`config.mk`:
```
export PLATFORM = sky130hd
export DESIGN_NAME = ipv4_tcp_udp_header_builder_unit
export DESIGN_NICKNAME = d
export VERILOG_FILES = /design/src/rtl/ipv4hb_pkg.sv /design/src/rtl/ipv4hb_accum.sv /design/src/rtl/ipv4hb_emit.sv /design/src/rtl/ipv4_tcp_udp_header_builder_unit.sv
export SDC_FILE = /design/constraint.sdc
export NUM_CORES = 1
export LEC_CHECK = 0
export ABC_CLOCK_PERIOD_IN_PS = 9160
export BUFFER_PORTS_ARGS = -buffer_cell sky130_fd_sc_hd__buf_2
export CORE_ASPECT_RATIO = 0.8
export CORE_MARGIN = 2
export CORE_UTILIZATION = 35
export CTS_BUF_LIST = sky130_fd_sc_hd__clkbuf_8
export CTS_CLUSTER_SIZE = 20
export DETAILED_ROUTE_END_ITERATION = 7
export GPL_ROUTABILITY_DRIVEN = 0
export GPL_TIMING_DRIVEN = 0
export HOLD_SLACK_MARGIN = 0.05
export PLACE_DENSITY = 0.51
export SLEW_MARGIN = 20
export SYNTH_ARGS = -nofsm -noshare
export SYNTH_HDL_FRONTEND = slang
export SYNTH_SLANG_ARGS = --single-unit
```
`constraint.sdc`:
```
create_clock -name clk_i -period 9.16 [get_ports clk_i]
set_input_delay 1.374 -clock clk_i [delete_from_list [all_inputs] [get_ports clk_i]]
set_output_delay 1.374 -clock clk_i [all_outputs]
set_load 0.1 [all_outputs]
```
`src/rtl/ipv4hb_pkg.sv`:
```
`timescale 1ns / 1ps
// ----------------------------------------------------------------------------
// IPv4 header builder package
// Shared types, register indexes, header constants and the one's-complement
// fold used by the payload accumulator and the header emitter.
// ----------------------------------------------------------------------------
package ipv4hb_pkg;

  // Configuration register indexes.
  localparam int unsigned CfgIdxW = 3;
  localparam logic [CfgIdxW-1:0] CfgSrcAddr  = 3'd0;
  localparam logic [CfgIdxW-1:0] CfgDstAddr  = 3'd1;
  localparam logic [CfgIdxW-1:0] CfgSrcPort  = 3'd2;
  localparam logic [CfgIdxW-1:0] CfgDstPort  = 3'd3;
  localparam logic [CfgIdxW-1:0] CfgUseUdp   = 3'd4;
  localparam logic [CfgIdxW-1:0] CfgIdent    = 3'd5;
  localparam int unsigned CfgDataW = 32;

  // Header constants.
  localparam logic [15:0] IpVerIhl      = 16'h4500;
  localparam logic [7:0]  IpTtl         = 8'd64;
  localparam logic [7:0]  ProtoTcp      = 8'd6;
  localparam logic [7:0]  ProtoUdp      = 8'd17;
  localparam logic [15:0] TcpOffsetWord = 16'h5000;
  localparam logic [15:0] TcpWindow     = 16'hFFFF;
  localparam logic [16:0] IpHdrBytes    = 17'd20;
  localparam logic [16:0] TcpHdrBytes   = 17'd20;
  localparam logic [16:0] UdpHdrBytes   = 17'd8;
  localparam logic [15:0] MaxCount      = 16'hFFFF;

  // Index of the final header word for each transport.
  localparam int unsigned WordIdxW = 4;
  localparam logic [WordIdxW-1:0] UdpLastIdx = 4'd6;
  localparam logic [WordIdxW-1:0] TcpLastIdx = 4'd9;

  typedef struct packed {
    logic [31:0] src_addr;
    logic [31:0] dst_addr;
    logic [15:0] src_port;
    logic [15:0] dst_port;
    logic        use_udp;
    logic [15:0] ident;
  } cfg_t;

  // Summary of one finished payload.
  typedef struct packed {
    logic [15:0] sum;
    logic [15:0] count;
    logic        overflow;
  } pkt_t;

  // End-around carry fold of a sum of up to sixteen 16-bit terms.
  function automatic logic [15:0] ones_fold(input logic [19:0] raw);
    logic [16:0] s1;
    logic [16:0] s2;
    s1 = {1'b0, raw[15:0]} + {13'd0, raw[19:16]};
    s2 = {1'b0, s1[15:0]} + {16'd0, s1[16]};
    return s2[15:0];
  endfunction

endpackage

```
`src/rtl/ipv4hb_accum.sv`:
```
`timescale 1ns / 1ps
// ----------------------------------------------------------------------------
// IPv4 header builder payload accumulator
// Pairs payload bytes into big-endian 16-bit words, keeps the running
// one's-complement sum and a saturating byte count, and hands a packet
// summary to the emitter on the last byte.
// ----------------------------------------------------------------------------
module ipv4hb_accum (
  input  logic               clk_i,
  input  logic               rst_ni,
  input  logic               s_tvalid_i,
  output logic               s_tready_o,
  input  logic [7:0]         s_tdata_i,
  input  logic               s_tlast_i,
  input  logic               take_i,
  output logic               pkt_valid_o,
  output ipv4hb_pkg::pkt_t   pkt_o
);

  logic [15:0]      sum_q, sum_d;
  logic [15:0]      count_q, count_d;
  logic [7:0]       pend_q, pend_d;
  logic             odd_q, odd_d;
  logic             ovf_q, ovf_d;
  logic             pkt_valid_q, pkt_valid_d;
  ipv4hb_pkg::pkt_t pkt_q, pkt_d;

  logic        accept;
  logic [15:0] word;
  logic [15:0] word_sum;
  logic [15:0] count_inc;
  logic        ovf_inc;

  // A finished summary blocks only the next last byte, never plain payload.
  assign s_tready_o = ~s_tlast_i | ~pkt_valid_q | take_i;
  assign accept     = s_tvalid_i & s_tready_o;

  // With no waiting high byte the new byte is padded with a zero low byte,
  // which only matters when it ends the packet.
  assign word      = odd_q ? {pend_q, s_tdata_i} : {s_tdata_i, 8'h00};
  assign word_sum  = ipv4hb_pkg::ones_fold({4'd0, sum_q} + {4'd0, word});
  assign ovf_inc   = ovf_q | (count_q == ipv4hb_pkg::MaxCount);
  assign count_inc = (count_q == ipv4hb_pkg::MaxCount) ? count_q : count_q + 16'd1;

  always_comb begin
    sum_d       = sum_q;
    count_d     = count_q;
    pend_d      = pend_q;
    odd_d       = odd_q;
    ovf_d       = ovf_q;
    pkt_d       = pkt_q;
    pkt_valid_d = pkt_valid_q & ~take_i;
    if (accept) begin
      if (s_tlast_i) begin
        sum_d          = '0;
        count_d        = '0;
        pend_d         = '0;
        odd_d          = 1'b0;
        ovf_d          = 1'b0;
        pkt_d.sum      = word_sum;
        pkt_d.count    = count_inc;
        pkt_d.overflow = ovf_inc;
        pkt_valid_d    = 1'b1;
      end else begin
        count_d = count_inc;
        ovf_d   = ovf_inc;
        if (odd_q) begin
          sum_d  = word_sum;
          pend_d = '0;
          odd_d  = 1'b0;
        end else begin
          pend_d = s_tdata_i;
          odd_d  = 1'b1;
        end
      end
    end
  end

  always_ff @(posedge clk_i or negedge rst_ni) begin
    if (!rst_ni) begin
      sum_q       <= '0;
      count_q     <= '0;
      pend_q      <= '0;
      odd_q       <= 1'b0;
      ovf_q       <= 1'b0;
      pkt_valid_q <= 1'b0;
    end else begin
      sum_q       <= sum_d;
      count_q     <= count_d;
      pend_q      <= pend_d;
      odd_q       <= odd_d;
      ovf_q       <= ovf_d;
      pkt_valid_q <= pkt_valid_d;
    end
  end

  always_ff @(posedge clk_i) begin
    pkt_q <= pkt_d;
  end

  assign pkt_valid_o = pkt_valid_q;
  assign pkt_o       = pkt_q;

endmodule

```
`src/rtl/ipv4hb_emit.sv`:
```
`timescale 1ns / 1ps
// ----------------------------------------------------------------------------
// IPv4 header builder header emitter
// Computes lengths, error check and both checksums from a packet summary,
// then sends the header words one per handshake from an output register.
// ----------------------------------------------------------------------------
module ipv4hb_emit (
  input  logic               clk_i,
  input  logic               rst_ni,
  input  ipv4hb_pkg::cfg_t   cfg_i,
  input  logic               pkt_valid_i,
  input  ipv4hb_pkg::pkt_t   pkt_i,
  output logic               take_o,
  output logic               m_tvalid_o,
  input  logic               m_tready_i,
  output logic [31:0]        m_tdata_o,
  output logic               m_tlast_o,
  output logic               m_tuser_o
);

  logic                                busy_q, busy_d;
  logic                                err_q, err_d;
  logic [ipv4hb_pkg::WordIdxW-1:0]     idx_q, idx_d;
  logic [31:0]                         word_q, word_d;
  logic [15:0]                         ipsum_q, tlen_q, tsum_q;
  logic [7:0]                          proto_q;
  logic                                udp_q;

  // Checksum and length stage, fed straight from the summary register.
  logic [16:0] tlen_c, total_c;
  logic [7:0]  proto_c;
  logic        bad_c;
  logic [19:0] ip_raw, t_raw;
  logic [15:0] ipsum_c, tsum_inv, tsum_c;

  assign proto_c = cfg_i.use_udp ? ipv4hb_pkg::ProtoUdp : ipv4hb_pkg::ProtoTcp;
  assign tlen_c  = {1'b0, pkt_i.count} +
                   (cfg_i.use_udp ? ipv4hb_pkg::UdpHdrBytes : ipv4hb_pkg::TcpHdrBytes);
  assign total_c = tlen_c + ipv4hb_pkg::IpHdrBytes;
  assign bad_c   = (cfg_i.src_addr == '0) | (cfg_i.dst_addr == '0) |
                   (cfg_i.src_port == '0) | (cfg_i.dst_port == '0) |
                   pkt_i.overflow | total_c[16];

  assign ip_raw = {4'd0, ipv4hb_pkg::IpVerIhl} + {4'd0, total_c[15:0]} +
                  {4'd0, cfg_i.ident} + {4'd0, ipv4hb_pkg::IpTtl, proto_c} +
                  {4'd0, cfg_i.src_addr[31:16]} + {4'd0, cfg_i.src_addr[15:0]} +
                  {4'd0, cfg_i.dst_addr[31:16]} + {4'd0, cfg_i.dst_addr[15:0]};
  assign ipsum_c = ~ipv4hb_pkg::ones_fold(ip_raw);

  // Pseudo-header, transport header and payload sum in one adder tree.
  assign t_raw = {4'd0, pkt_i.sum} +
                 {4'd0, cfg_i.src_addr[31:16]} + {4'd0, cfg_i.src_addr[15:0]} +
                 {4'd0, cfg_i.dst_addr[31:16]} + {4'd0, cfg_i.dst_addr[15:0]} +
                 {12'd0, proto_c} + {4'd0, tlen_c[15:0]} +
                 {4'd0, cfg_i.src_port} + {4'd0, cfg_i.dst_port} +
                 (cfg_i.use_udp ? {4'd0, tlen_c[15:0]}
                                : ({4'd0, ipv4hb_pkg::TcpOffsetWord} +
                                   {4'd0, ipv4hb_pkg::TcpWindow}));
  assign tsum_inv = ~ipv4hb_pkg::ones_fold(t_raw);
  // A UDP checksum of zero means "none", so it goes out as all ones.
  assign tsum_c   = (cfg_i.use_udp && tsum_inv == '0) ? 16'hFFFF : tsum_inv;

  // Word sequencing.
  logic                            word_last;
  logic                            fire;
  logic [ipv4hb_pkg::WordIdxW-1:0] idx_next;
  logic [31:0]                     word_next;

  assign word_last = err_q |
                     (idx_q == (udp_q ? ipv4hb_pkg::UdpLastIdx : ipv4hb_pkg::TcpLastIdx));
  assign fire      = busy_q & m_tready_i;
  assign take_o    = pkt_valid_i & (~busy_q | (fire & word_last));
  assign idx_next  = idx_q + 1'b1;

  always_comb begin
    case (idx_next)
      4'd1:    word_next = {cfg_i.ident, 16'h0000};
      4'd2:    word_next = {ipv4hb_pkg::IpTtl, proto_q, ipsum_q};
      4'd3:    word_next = cfg_i.src_addr;
      4'd4:    word_next = cfg_i.dst_addr;
      4'd5:    word_next = {cfg_i.src_port, cfg_i.dst_port};
      4'd6:    word_next = udp_q ? {tlen_q, tsum_q} : 32'h0;
      4'd7:    word_next = 32'h0;
      4'd8:    word_next = {ipv4hb_pkg::TcpOffsetWord, ipv4hb_pkg::TcpWindow};
      4'd9:    word_next = {tsum_q, 16'h0000};
      default: word_next = 32'h0;
    endcase
  end

  always_comb begin
    busy_d = busy_q;
    err_d  = err_q;
    idx_d  = idx_q;
    word_d = word_q;
    if (take_o) begin
      busy_d = 1'b1;
      err_d  = bad_c;
      idx_d  = '0;
      word_d = bad_c ? 32'h0 : {ipv4hb_pkg::IpVerIhl, total_c[15:0]};
    end else if (fire) begin
      if (word_last) begin
        busy_d = 1'b0;
      end else begin
        idx_d  = idx_next;
        word_d = word_next;
      end
    end
  end

  always_ff @(posedge clk_i or negedge rst_ni) begin
    if (!rst_ni) begin
      busy_q <= 1'b0;
      err_q  <= 1'b0;
      idx_q  <= '0;
    end else begin
      busy_q <= busy_d;
      err_q  <= err_d;
      idx_q  <= idx_d;
    end
  end

  always_ff @(posedge clk_i) begin
    word_q <= word_d;
    if (take_o) begin
      tlen_q  <= tlen_c[15:0];
      ipsum_q <= ipsum_c;
      tsum_q  <= tsum_c;
      proto_q <= proto_c;
      udp_q   <= cfg_i.use_udp;
    end
  end

  assign m_tvalid_o = busy_q;
  assign m_tdata_o  = word_q;
  assign m_tlast_o  = word_last;
  assign m_tuser_o  = err_q;

endmodule

```
`src/rtl/ipv4_tcp_udp_header_builder_unit.sv`:
```
`timescale 1ns / 1ps
// ----------------------------------------------------------------------------
// IPv4 TCP/UDP header builder
// Sums payload bytes and emits an IPv4 plus TCP or UDP header with checksums.
// ----------------------------------------------------------------------------
// Usage:
// The slave stream carries one payload byte per word (tdata) with tlast on the
// final byte. Non-final bytes are taken every cycle and produce no output.
// The master stream carries 32-bit header words, first byte in bits 31..24:
// five IPv4 words followed by five TCP words or two UDP words, tlast on the
// final one. A rejected packet (zero address or port, or a total length above
// 65535) gives a single word of zero with tlast and tuser both high.
// The edge that takes the last byte loads the summary register; the first
// header word enters the output register once the emitter is free. Bytes
// are taken at one byte per cycle while tready is high; a header leaves at
// one word per cycle while the receiver is ready, 7 or 10 words, from the
// single output register of the emitter. A last byte waits (tready low)
// only while a previous packet's summary is still waiting behind a header
// in flight; other bytes always flow. A stalled receiver simply holds the
// current word. Reset clears the packet state and all configuration registers
// to zero. Configuration is written through cfg_we_i/cfg_idx_i/cfg_data_i;
// the user must do so only while no header is pending; this is not enforced.
// ----------------------------------------------------------------------------
module ipv4_tcp_udp_header_builder_unit (
  input  logic                              clk_i,
  input  logic                              rst_ni,
  // Configuration write port.
  input  logic                              cfg_we_i,
  input  logic [ipv4hb_pkg::CfgIdxW-1:0]    cfg_idx_i,
  input  logic [ipv4hb_pkg::CfgDataW-1:0]   cfg_data_i,
  // Payload byte stream.
  input  logic                              s_tvalid_i,
  output logic                              s_tready_o,
  input  logic [7:0]                        s_tdata_i,   // [7:0] payload_byte
  input  logic                              s_tlast_i,   // last_byte
  // Header word stream.
  output logic                              m_tvalid_o,
  input  logic                              m_tready_i,
  output logic [31:0]                       m_tdata_o,   // [31:0] header_word
  output logic                              m_tlast_o,   // last_word
  output logic                              m_tuser_o    // [0] error_flag
);

  ipv4hb_pkg::cfg_t cfg_q, cfg_d;
  ipv4hb_pkg::pkt_t pkt;
  logic             pkt_valid;
  logic             take;

  // Configuration registers; a write to an unused index is ignored.
  always_comb begin
    cfg_d = cfg_q;
    if (cfg_we_i) begin
      case (cfg_idx_i)
        ipv4hb_pkg::CfgSrcAddr: cfg_d.src_addr = cfg_data_i;
        ipv4hb_pkg::CfgDstAddr: cfg_d.dst_addr = cfg_data_i;
        ipv4hb_pkg::CfgSrcPort: cfg_d.src_port = cfg_data_i[15:0];
        ipv4hb_pkg::CfgDstPort: cfg_d.dst_port = cfg_data_i[15:0];
        ipv4hb_pkg::CfgUseUdp:  cfg_d.use_udp  = cfg_data_i[0];
        ipv4hb_pkg::CfgIdent:   cfg_d.ident    = cfg_data_i[15:0];
        default:                cfg_d          = cfg_q;
      endcase
    end
  end

  always_ff @(posedge clk_i or negedge rst_ni) begin
    if (!rst_ni) begin
      cfg_q <= '0;
    end else begin
      cfg_q <= cfg_d;
    end
  end

  // Byte pairing, running sum and count; one summary register per packet.
  ipv4hb_accum u_accum (
    .clk_i       (clk_i),
    .rst_ni      (rst_ni),
    .s_tvalid_i  (s_tvalid_i),
    .s_tready_o  (s_tready_o),
    .s_tdata_i   (s_tdata_i),
    .s_tlast_i   (s_tlast_i),
    .take_i      (take),
    .pkt_valid_o (pkt_valid),
    .pkt_o       (pkt)
  );

  // Checksums and header words, sent from the output register.
  ipv4hb_emit u_emit (
    .clk_i       (clk_i),
    .rst_ni      (rst_ni),
    .cfg_i       (cfg_q),
    .pkt_valid_i (pkt_valid),
    .pkt_i       (pkt),
    .take_o      (take),
    .m_tvalid_o  (m_tvalid_o),
    .m_tready_i  (m_tready_i),
    .m_tdata_o   (m_tdata_o),
    .m_tlast_o   (m_tlast_o),
    .m_tuser_o   (m_tuser_o)
  );

endmodule
```
==> summary.txt <==
Clocking
  – Num CTS Buffers: between 50 and 60
  – Clock sink count: roughly 280
  – CTS max path bufs: 3
  – H-tree depth: 2
  – Worst-path clk slew: around 70 ps
  – CTS tree: built
  – # hold bufs at CTS: 0
  – CTS root buf: clkbuf_8
  – Clock latency on the worst-skew pair: slightly above 700 ps

Setup path
  – Crit path DAT: about 10000 ps
  – Setup crit end kind: register
  – Highest-delay cell along the critical path: fa_1
  – Crit-path max FO: 4
  – Worst path top cell family by delay: adder cells
  – Worst path buffer plus inverter count: 5
  – CP required: 9600 ps
  – Critical path class: reg2reg
  – Startpoint Class: register
  – Max incr delay on CP: between 600 and 700 ps

Yosys
  – Register area share after synthesis: 0.345
  – Post-Synthesis Cells: 2035
  – Cell Area, Synth: approximately 22000 um^2
  – Syn Nets: ~2400
  – Post-synth EDFFs: 115
  – Post-synth top flop: dfrtp_1
  – Synth async-reset ratio: 0.585
  – Seq cells post-synth: 277
  – Syn avg cell area: 10.7 um^2
  – Unique masters post-synth: between 80 and 90
  – Ys Warns: 0

Global routing
  – Initial antenna violation count: 1
  – Vias in the first global route: between 15000 and 20000
  – First-pass GRT wire length: 114000 um
  – Overall routing resource usage: 0.242
  – GRT overflow: 0
  – Largest net degree at the start of global routing: a little over 90

Cells and area
  – Layout Nets: between 2000 and 3000
  – Synth-to-layout area growth: 21.4%
  – Layout cells sized above 1: 0.250
  – Final cell count without fillers: 3136
  – Layout filler cell count: roughly 5800

Route
  – WL final: just under 80000 um
  – Final ANT Viol Nets: 0
  – Vias post-DR: 17356
  – # DRC: 1
  – Routed length per instance: between 20 and 25 um
  – DRT iter0 DRCs: 2105
  – TritonRoute pass-1 iters: 8
  – Vias per cell: roughly 5.5

Floorplan
  – Row cnt: approximately 80
  – Die Ht: 227 um
  – DIE AREA: ~64000 um^2
  – Initial core utilization: 0.355
  – CORE AREA: about 61000 um^2
  – Die Width: approximately 280 um
  – I/O pins: 85

Place
  – Pre-CTS setup slack: -3370 ps
  – Inst Count DP: ~3000
  – IO buf count: 83
  – Hpwl dp: ~61000 um

Timing
  – RSZ-0062 raised after global routing: yes
  – Slew margin rel.: 0.402
  – Setup violators final: 30
  – Pins Over Slew Limit: 0
  – Final Cycle Share: 1.09
  – Clock period minus worst slack: around 10000 ps
  – Final Hold Fails: 0
  – Worst Clk Skew: around 64 ps
  – Final setup margin: -850 ps
  – Worst slew pin tran: 890 ps
  – Max Freq: 99.9 MHz

Flow run
  – Max Cap Violations: 0

Worst hold path
  – Hold Crit Class: reg2reg

Run status
  – Status: finished with violations
  – Failing checks: DRC, setup timing
layer usage:
layer,global-route usage,routed length (um)
met5,0,0
met4,0.0959,3300
met3,0.0619,7770
met2,0.340,31500
met1,0.355,35500
cell families (layout without fill, tap and decap cells):
family,count (synthesis),count (layout),share of synthesized area
adder cells (fa/ha/maj),302,302,0.232
flip-flops,277,277,0.345
other,0,1,0
AO/OA/AOI/OAI,397,397,0.128
buffers and inverters,296,566,0.0514
XOR/XNOR,165,165,0.0667
multiplexers,117,117,0.0603
AND/OR/NAND/NOR,481,481,0.117
worst reg2reg max path, delay by kind of cell (launching register included):
family / cells / cell delay [ps]
fa+ha+maj: 10 / 3440
buf+inv: 5 / 360
flops: 1 / 530
simple gates: 15 / 2820
compound gates: 10 / 1420
xor+xnor: 5 / 1170
flip-flops by register name (all words and copies together), names as in the netlist, 2 cells and up:
name	count
cfg_q	113
u_emit.proto_q	2
u_accum.count_q	16
u_accum.sum_q	16
u_emit.tsum_q	16
u_emit.idx_q	4
u_emit.ipsum_q	16
u_accum.pkt_o	33
u_emit.tlen_q	16
u_accum.pend_q	8
u_emit.m_tdata_o	32
layout make-up:
type,count,area (um^2),share of cell area
inverters,235,886,0.0335
well taps,830,1040,0.0393
flip-flops and latches,277,7510,0.284
clock buffers,62,853,0.0323
clock inverters,35,284,0.0107
diodes,1,2.50,0.0000946
plain buffers,60,235,0.00890
multi-input cells,1462,14400,0.543
repair buffers,174,1270,0.0481
cells in the mapped netlist (19+ instances only):
cell | number | area share
xor2_1 | 67 | 0.027
and3_1 | 24 | 0.0069
o21ai_0 | 69 | 0.016
inv_1 | 235 | 0.040
edfxtp_1 | 115 | 0.16
a21oi_1 | 61 | 0.014
nor3_1 | 19 | 0.0044
a221oi_1 | 23 | 0.0092
dfrtp_1 | 162 | 0.19
fa_1 | 170 | 0.16
nand2_1 | 125 | 0.022
a22o_1 | 36 | 0.014
nor4_1 | 31 | 0.0089
nand3_1 | 50 | 0.011
mux2_2 | 113 | 0.058
nor2_1 | 93 | 0.016
xnor2_1 | 97 | 0.039
ha_1 | 132 | 0.076
and2_1 | 26 | 0.0075
clkbuf_1 | 58 | 0.010
o21a_1 | 19 | 0.0065
nand4_1 | 19 | 0.0055
a22oi_1 | 53 | 0.018
stage by stage:
stage	util	hold slack (ps)	cell area [um^2]	TNS, ps
floorplan	-	455	22100	-2080
global placement	0.384	474	23500	-79560
detailed placement	0.387	490	23700	-82710
CTS	0.426	507	26100	-16790
global route	0.431	523	26400	-29830
finish	0.431	501	26400	-20200
cells in the final DEF, fill, tap and decap left out, drive strengths merged, types with 8 or more instances in the layout:
master  instances
inv           250
buf           177
fa            170
dfrtp         162
ha            132
nand2         128
clkbuf        119
edfxtp        115
mux2          113
xnor2          97
nor2           93
o21ai          72
xor2           68
a21oi          61
a22oi          53
nand3          51
a22o           36
nor4           35
and2           27
and3           24
a221oi         23
nand4          20
nor3           20
o21a           19
a21o           18
o22ai          18
a31oi          16
clkinv         15
nor2b          15
nand2b         14
or2            10
o31ai          10
a211oi          9
or3             9
and4            8
o21bai          8
repair_timing:
action | in CTS | in global routing
gates cloned | 1 | 0
pin swaps | 79 | 25
endpoints found under the setup margin | 32 | 32
endpoints found under the hold margin | 0 | 0
setup buffers | 74 | 16
gates resized for setup | 126 | 60
path summary, 6_finish.rpt:
path	startpoint	endpoint	slack, ps	cells past startpoint
worst max register to register	cfg_q[16]	u_emit.ipsum_q[15]	-850	45
worst min-delay path	u_accum.pend_q[7]	u_accum.pend_q[7]	500	1
worst max-delay path	cfg_q[16]	u_emit.ipsum_q[15]	-850	45
worst min register to register	u_accum.pend_q[7]	u_accum.pend_q[7]	500	1
max in group asynchronous	rst_ni	cfg_q[16]	7510	2
min in group asynchronous	rst_ni	u_accum.pend_q[0]	690	1
Power is left out: the tool's default activity adds up to more than one toggle a clock period on the data nets, which glitch-free logic cannot reach.
